## src/rtl/hbsc_pkg.sv

```systemverilog
// Package for the half/bfloat to single converter: format codes and constants.
// Used by the top level; depends on nothing.
`default_nettype none
package hbsc_pkg;
	localparam logic [1:0] FMT_HALF   = 2'd0;
	localparam logic [1:0] FMT_BF16   = 2'd1;
	localparam logic [1:0] FMT_SINGLE = 2'd2;
	localparam logic [1:0] FMT_NONE   = 2'd3;
	localparam logic [4:0] HALF_EXP_SPECIAL = 5'd31;
	localparam logic [7:0] HALF_REBIAS = 8'd112;
	localparam logic [7:0] SUB_BIAS = 8'd103;
	localparam logic [30:0] HALF_MAX_MAG = 31'h477FE000;

	typedef struct packed {
		logic [1:0]  fmt;
		logic [31:0] word;
	} s1_t;

	typedef struct packed {
		logic [1:0]  fmt;
		logic [31:0] word;
		logic [3:0]  lead;
	} s2_t;
endpackage
`default_nettype wire

```

## src/rtl/hbsc_stage.sv

```systemverilog
// Pipeline control for one register stage: valid bit and stall handling.
// Depends on nothing; the top level chains three of them.
`default_nettype none
module hbsc_stage #(
	parameter int W = 32
) (
	input  wire logic         clk,
	input  wire logic         arst_n,
	input  wire logic         in_valid,
	output logic              in_ready,
	input  wire logic [W-1:0] in_data,
	output logic              out_valid,
	input  wire logic         out_ready,
	output logic [W-1:0]      out_data
);
	assign in_ready = !out_valid || out_ready;

	always_ff @(posedge clk or negedge arst_n) begin
		if (!arst_n) begin
			out_valid <= 1'b0;
		end else if (in_ready) begin
			out_valid <= in_valid;
		end
	end

	always_ff @(posedge clk) begin
		if (in_ready && in_valid) begin
			out_data <= in_data;
		end
	end
endmodule
`default_nettype wire

```

## src/rtl/half_bfloat_to_single_convert_unit.sv

```systemverilog
// Top level of the half/bfloat16/single to binary32 converter.
// Depends on hbsc_pkg and hbsc_stage.
`default_nettype none
// Three-stage pipeline, one word per cycle unless out_ready stalls. Stage one
// captures the word with the format, stage two finds the leading one of a half
// subnormal fraction, stage three assembles the binary32 pattern. Half
// infinity or NaN becomes +/-65504; format 3 yields +0.
module half_bfloat_to_single_convert_unit (
	input  wire logic        clk,
	input  wire logic        arst_n,
	input  wire logic        psel,
	input  wire logic        penable,
	input  wire logic        pwrite,
	input  wire logic [1:0]  paddr,
	input  wire logic [31:0] pwdata,
	output logic [31:0]      prdata,
	output logic             pready,
	input  wire logic        in_valid,
	output logic             in_ready,
	input  wire logic [31:0] raw_word,
	output logic             out_valid,
	input  wire logic        out_ready,
	output logic [31:0]      single_bits
);
	logic [1:0] fmt_q;
	assign pready = 1'b1;
	assign prdata = (paddr == 2'd0) ? {30'd0, fmt_q} : 32'd0;

	always_ff @(posedge clk or negedge arst_n) begin
		if (!arst_n) begin
			fmt_q <= hbsc_pkg::FMT_HALF;
		end else if (psel && penable && pwrite && paddr == 2'd0) begin
			fmt_q <= pwdata[1:0];
		end
	end

	hbsc_pkg::s1_t d1, q1;
	hbsc_pkg::s2_t d2, q2;
	logic [31:0] d3;
	logic v1, v2, r1, r2;

	assign d1.fmt = fmt_q;
	assign d1.word = raw_word;

	hbsc_stage #(.W($bits(hbsc_pkg::s1_t))) u_s1 (
		.clk, .arst_n, .in_valid, .in_ready, .in_data(d1),
		.out_valid(v1), .out_ready(r1), .out_data(q1));

	always_comb begin
		d2.fmt = q1.fmt;
		d2.word = q1.word;
		d2.lead = 4'd0;
		for (int k = 0; k < 10; k++) begin
			if (q1.word[k]) d2.lead = 4'(k);
		end
	end

	hbsc_stage #(.W($bits(hbsc_pkg::s2_t))) u_s2 (
		.clk, .arst_n, .in_valid(v1), .in_ready(r1), .in_data(d2),
		.out_valid(v2), .out_ready(r2), .out_data(q2));

	logic [4:0] ex;
	logic [9:0] fr;
	logic [22:0] sub_fr;
	assign ex = q2.word[14:10];
	assign fr = q2.word[9:0];
	assign sub_fr = 23'({fr, 13'd0} << (5'd10 - {1'b0, q2.lead}));

	always_comb begin
		case (q2.fmt)
			hbsc_pkg::FMT_HALF: begin
				if (ex == 5'd0) begin
					if (fr == 10'd0) d3 = {q2.word[15], 31'd0};
					else d3 = {q2.word[15], hbsc_pkg::SUB_BIAS + {4'd0, q2.lead}, sub_fr};
				end else if (ex == hbsc_pkg::HALF_EXP_SPECIAL) begin
					d3 = {q2.word[15], hbsc_pkg::HALF_MAX_MAG};
				end else begin
					d3 = {q2.word[15], hbsc_pkg::HALF_REBIAS + {3'd0, ex}, fr, 13'd0};
				end
			end
			hbsc_pkg::FMT_BF16:   d3 = {q2.word[15:0], 16'd0};
			hbsc_pkg::FMT_SINGLE: d3 = q2.word;
			default:              d3 = 32'd0;
		endcase
	end

	hbsc_stage #(.W(32)) u_s3 (
		.clk, .arst_n, .in_valid(v2), .in_ready(r2), .in_data(d3),
		.out_valid, .out_ready, .out_data(single_bits));

`ifndef SYNTHESIS
	a_hold: assert property (@(posedge clk) disable iff (!arst_n)
		out_valid && !out_ready |=> out_valid && $stable(single_bits))
		else $error("result dropped under stall");
	a_flow: assert property (@(posedge clk) disable iff (!arst_n)
		v2 && r2 |=> out_valid)
		else $error("stage two word lost");
	a_ready: assert property (@(posedge clk) disable iff (!arst_n)
		!v1 |-> in_ready)
		else $error("input blocked with empty first stage");
`endif
endmodule
`default_nettype wire
```

## config.mk

```make
export PLATFORM = sky130hd
export DESIGN_NAME = half_bfloat_to_single_convert_unit
export DESIGN_NICKNAME = d
export VERILOG_FILES = /design/src/rtl/hbsc_pkg.sv /design/src/rtl/hbsc_stage.sv /design/src/rtl/half_bfloat_to_single_convert_unit.sv
export SDC_FILE = /design/constraint.sdc
export NUM_CORES = 1
export LEC_CHECK = 0
export BUFFER_PORTS_ARGS = -buffer_cell sky130_fd_sc_hd__buf_2
export CAP_MARGIN = 40
export CELL_PAD_IN_SITES_DETAIL_PLACEMENT = 0
export CELL_PAD_IN_SITES_GLOBAL_PLACEMENT = 1
export CORE_ASPECT_RATIO = 1.25
export CORE_MARGIN = 1.5
export CORE_UTILIZATION = 44
export CTS_CLUSTER_DIAMETER = 200
export DETAILED_ROUTE_END_ITERATION = 16
export GPL_TIMING_DRIVEN = 0
export PLACE_DENSITY = 0.85
export SYNTH_ARGS = -nofsm -noshare
export SYNTH_HDL_FRONTEND = slang
export SYNTH_HIERARCHICAL = 1
export SYNTH_SLANG_ARGS = --single-unit
```

## constraint.sdc

```tcl
create_clock -name clk -period 3.4 [get_ports clk]
set_input_delay 0.17 -clock clk [delete_from_list [all_inputs] [get_ports clk]]
set_output_delay 0.17 -clock clk [all_outputs]
set_load 0.02 [all_outputs]
```

## Yosys cells after proc, flatten, opt, wreduce, memory -nomap -nowiden

Index checks and enable logic that the tools add are counted.

| word-level totals | value |
|---|---|
| register bits after elaboration | 109 |
| bits in latches | 0 |
| RAM bits | 0 |
| memory bits (read-only) | 0 |
| output and inout port bits | 67 |
| logic and storage cells | 46 |
| memories | 0 |

| operators by class | value |
|---|---|
| $add $sub $neg | 3 |
| $mul | 0 |
| divide/modulo/power cells | 0 |
| $lt $le $gt $ge | 0 |
| eq/ne operators | 3 |
| shifts and indexed selects | 1 |
| multiplexer cells | 13 |
| bitwise logic cells | 0 |
| reductions and logical operators | 17 |

Operators by type and width:

| kind | count |
|---|---|
| one-hot mux 32 bit (3 select lines) | 1 |
| 2-to-1 mux 31 bit | 3 |
| 2-to-1 mux 4 bit | 6 |
| left shift 23 x 5 -> 23 bit | 1 |
| zero test 10 bit | 1 |
| adder 7 x 4 -> 8 bit (first input constant) | 1 |
| adder 7 x 5 -> 8 bit (first input constant) | 1 |
| logical AND 1 bit | 6 |
| == test 5 bit (second input constant) | 1 |
| zero test 5 bit | 1 |
| subtractor 4 x 4 -> 5 bit (first input constant) | 1 |
| zero test 2 bit | 2 |
| zero test 1 bit | 3 |
| logical OR 1 bit | 3 |
| == test 2 x 1 -> 1 bit (second input constant) | 1 |
| == test 2 bit (second input constant) | 1 |
| 2-to-1 mux 1 bit | 2 |
| 2-to-1 mux 2 bit | 1 |
| OR reduction 2 bit | 1 |

## Logic depth before layout (Yosys ltp)

| depth | value |
|---|---|
| depth in word-level cells | 8 |
| depth in mapped cells | 9 |
| gate-level depth less buffers | 7 |

## Cells and area by module

Netlist, hierarchy kept.

By module, submodules not included:

| module | times used | cells each | area each (um^2) | seq. area each (um^2) |
|---|---|---|---|---|
| half_bfloat_to_single_convert_unit | 1 | 224 | 1524.0 | 50.0 |
| hbsc_stage at u_s2 | 1 | 42 | 1194.9 | 1166.1 |
| hbsc_stage at u_s1 | 1 | 38 | 1074.8 | 1046.0 |
| hbsc_stage at u_s3 | 1 | 36 | 1014.7 | 985.9 |

## Worst setup path after synthesis

No wires, ideal clock.

| timing | value |
|---|---|
| kind | reg-to-reg |
| from | reg u_s2.out_data[0] |
| to | reg u_s3.out_data[22], data pin |
| setup time | 0.261 ns |
| arrival | 1.927 ns |
| data required time | 3.139 ns |
| slack | 1.212 ns |
| cell stages (with the launch flop) | 10 |
| buffers on the path | 2 |
| period minus slack after synthesis | 2.188 ns |
| cell sequence | edfxtp_1 -> buf_2 -> inv_2 -> ha_1 -> buf_2 -> mux2i_1 -> mux2i_1 -> a21o_1 -> a31oi_1 -> o21ai_1 |

| on the way | value |
|---|---|
| longest elaborated chain between the ends | 5 |

RTL lines:

| what | line | RTL |
|---|---|---|
| start, declared | hbsc_stage.sv:14 | `output logic [W-1:0] out_data` |
| start signal, assigned | hbsc_stage.sv:28 | `out_data <= in_data;` |
| subtractor 4 x 4 -> 5 bit | half_bfloat_to_single_convert_unit.sv:67 | `assign sub_fr = 23'({fr, 13'd0} << (5'd10 - {1'b0, q2.lead}));` |
| left shift 23 x 5 -> 23 bit | half_bfloat_to_single_convert_unit.sv:67 |  |
| 2-to-1 mux 31 bit | half_bfloat_to_single_convert_unit.sv:73 | `if (fr == 10'd0) d3 = {q2.word[15], 31'd0};` |
| 2-to-1 mux 31 bit | half_bfloat_to_single_convert_unit.sv:72 | `if (ex == 5'd0) begin` |
| one-hot mux 32 bit (3 select lines) | half_bfloat_to_single_convert_unit.sv:70 | `case (q2.fmt)` |
| named net d3[22] | half_bfloat_to_single_convert_unit.sv:39 | `logic [31:0] d3;` |
| end signal, assigned | hbsc_stage.sv:28 |  |
| end, declared | hbsc_stage.sv:14 |  |

The timed path passes the listed nets, and every way through them passes these cells.
A chain may end at the register's enable or synchronous reset.

## Worst setup path after layout

| timing | value |
|---|---|
| from | reg u_s2.out_data[0] |
| to | reg u_s3.out_data[18], data pin |

The elaborated chain is that of the path after synthesis.

==> out/qor.txt <==
status: finished clean
Worst-Margin Slew: 0.5399 ns
Clock Sinks: 109
first-pass GRT wire length: 15,020 microns
Sw Ratio: 0.2620
initial antenna violation count: 0
number of global-route vias before repair: 2,985
library cells used by synthesis: 51
arrival time at the worst endpoint: 2.74 ns
Die Wd: 96.50 microns
# IOs: 140
VDD IR max: 0.3653 mV
Post-layout nets: 566
post-synthesis xor/xnor area fraction: 0.008847
CP max stage delay: 0.39 ns
sequential fraction of the synthesis area: 0.6755
largest family of logic cells by synthesized area: compound AO/OA/AOI/OAI gates
CP Capture Type: flop
P&R area growth vs syn: 27.79%
cts hold-fix bufs: 29
Final Skew: 0.006636 ns
insertion delay to the later sink of the worst-skew pair: 0.35 ns
PortBufs: 78
Tmin final: 2.639 ns
Final Cycle Share: 0.7761
Sequential Power Share: 0.500
Worst slew margin: 0.6387
clock share of power: 0.336
Hold Crit Class: input pin to flop
Critical Path Start: u_s2/out_data[0]
Critical Path RT: 3.50 ns
Final Hold Vio Count: 0
Congestion Overflow GR: 0
post-DP HPWL: 6628 microns
NetSw: 0.8989 mW
layout cells sized above 1: 0.2984
All-Layer GR Usage: 0.1744
EDFF count, synth: 104
Synth Area in Compound Gates: 0.09732
setup bufs post-CTS: 0
Final Max Tran Viols: 0
kind of critical path: flop to flop
Synth Area in Simple Gates: 0.09212
row cnt: 42
Hold Slack: 0.05318 ns
Pint: 2.533 mW
Post-DP Area: 0.005473 sq mm
register bit total from synthesis: 109
Post-Syn Instances: 340
Syn Area/Cell: 14.14 sq um
Crit Path Max Fanout: 10
H-tree Lvls: 3
DR pass1 iterations: 4
RSZ-0062 raised after global routing: no
combinational fraction of design power: 0.164
setup TNS: 0 ns
Starting Density: 0.4530
vias per inst: 4.887
DRC: 0
Antenna diodes: 0
Power Total: 3.431 mW
adder-cell share of the synthesized area: 0.005204
fmax: 0.3790 GHz
Post-Synthesis Cell Area: 0.004808 sq mm
Buf+Inv Stages, Crit Path: 3
Crit-path slowest cell: ha_1
Max-Cap Viols: 0
async set-reset flop share out of synthesis: 0.04587
cts repair resizes: 0
via count: 3,069
Die Area: 0.01157 sq mm
DR iter-0 viols: 292
worst path cell trace: buf_2 -> inv_2 -> ha_1 -> buf_2 -> mux2i_1 -> mux2i_1 -> mux2i_1 -> o21ai_1 -> and3_1
CORE AREA: 0.01062 sq mm
commonest non-fill, non-tap cell in the layout: edfxtp_1
TritonCTS clock tree: yes
CTS buffer count: 9
ANT nets after route: 0
Leakage Power: 2.536 nW
Core Util, Final: 0.5789
final WL: 9627 microns
HP Start: in_valid
mux contribution to synthesized area: 0.04970
Clock transition at path regs: 0.07 ns
kind of cell adding the most delay to the critical path: buffers and inverters
Die Y: 119.9 microns
Setup violations, final: 0
CP Launch Type: flop
launch point of the worst reg-to-reg path: u_s2/out_data[0]
Final Cell Area: 0.006145 sq mm
commonest register cell after synthesis: edfxtp_1
CTS max path bufs: 2
root buffer selected by CTS: clkbuf_16
most frequent cells in the layout: edfxtp_1, buf_2, dlygate4sd3_1
largest net degree at the start of global routing: 39
cell mode on critical path: mux2i_1
drt wl/cell: 15.33 microns
Synth Warn #: 6
GPL Wtd Cong: 0.8819
pwr dens: 558.4 mW/mm^2
## layer usage
metal  global-route usage  up-vias  part of all wire  wire length [microns]
met5                    0        -                 0                      0
met4              0.06884        0             0.024                    230
met3              0.03866       18             0.053                    508
met2               0.2867      127              0.52                   5000
met1               0.2209     1420              0.40                   3888
li1                     -     1504                 -                      -
## cells by family after synthesis
| group | after synthesis |
|---|---|
| flops | 109 |
| compound gates | 74 |
| simple gates | 73 |
| buf+inv | 55 |
| mux | 21 |
| xor+xnor | 4 |
| fa+ha+maj | 2 |
| other cells | 2 |
## worst reg2reg max path, delay by kind of cell (launching register included)
kind	cells	cell delay, ns
AND/OR/NAND/NOR	1	0.14
adder cells (fa/ha/maj)	1	0.39
AO/OA/AOI/OAI	1	0.09
buffers and inverters	3	0.72
multiplexers	3	0.67
flip-flops	1	0.38
## path summary, 6_finish.rpt
check / to / slack (ns) / cells past startpoint
worst max-delay path: u_s3/out_data[18] / 0.76 / 9
worst min-delay path: u_s1/out_valid / 0.05 / 2
worst max register to register: u_s3/out_data[18] / 0.76 / 9
worst min register to register: u_s2/out_data[20] / 0.42 / 0
max in group asynchronous: u_s2/out_valid / 3.08 / 2
min in group asynchronous: u_s3/out_valid / 0.18 / 2
## cell usage after synthesis (6+ instances only)
cell	n	area, sq um
o21ai_0	14	70.07
a22oi_1	7	52.55
and2_1	16	100.1
nand2_1	8	30.03
buf_4	31	232.7
a21oi_1	17	85.08
inv_1	11	41.29
nand2b_1	6	37.54
o21ai_1	13	65.06
edfxtp_1	104	3123
mux2i_1	16	160.2
clkbuf_1	7	26.28
nor2_1	12	45.04
## state kept, by name (all words and copies together), names as in the netlist
name	count
fmt_q	2
u_s1/out_data	34
u_s1/out_valid	1
u_s2/out_data	38
u_s2/out_valid	1
u_s3/out_data	32
u_s3/out_valid	1
## cell type report
cell class | count | area (sq um)
Sequential cell | 109 | 3248
Fill cell | 896 | 4471
Buffer | 43 | 290.3
Multi-Input combinational cell | 205 | 1334
Timing Repair Buffer | 111 | 720.7
Clock inverter | 7 | 116.4
Clock buffer | 9 | 225.2
Inverter | 12 | 45.04
Tap cell | 132 | 165.2
## power groups by stage
stage	Combinational [mW]	Sequential (mW)	Clock [mW]
2_1_floorplan	0.323	1.78	0
3_3_place_gp	0.529	1.74	0
3_5_place_dp	0.532	1.75	0
4_1_cts	0.559	1.72	1.18
5_1_grt	0.612	1.73	1.23
6_report	0.564	1.71	1.15
## per-stage QoR
stage	worst slack [ns]	std cells
after global routing	0.6000	628
after CTS	0.7953	624
final	0.7613	628
after floorplan	1.212	369
after global placement	0.7724	579
after detailed placement	0.8168	579
(Power assumes the default switching activity.)
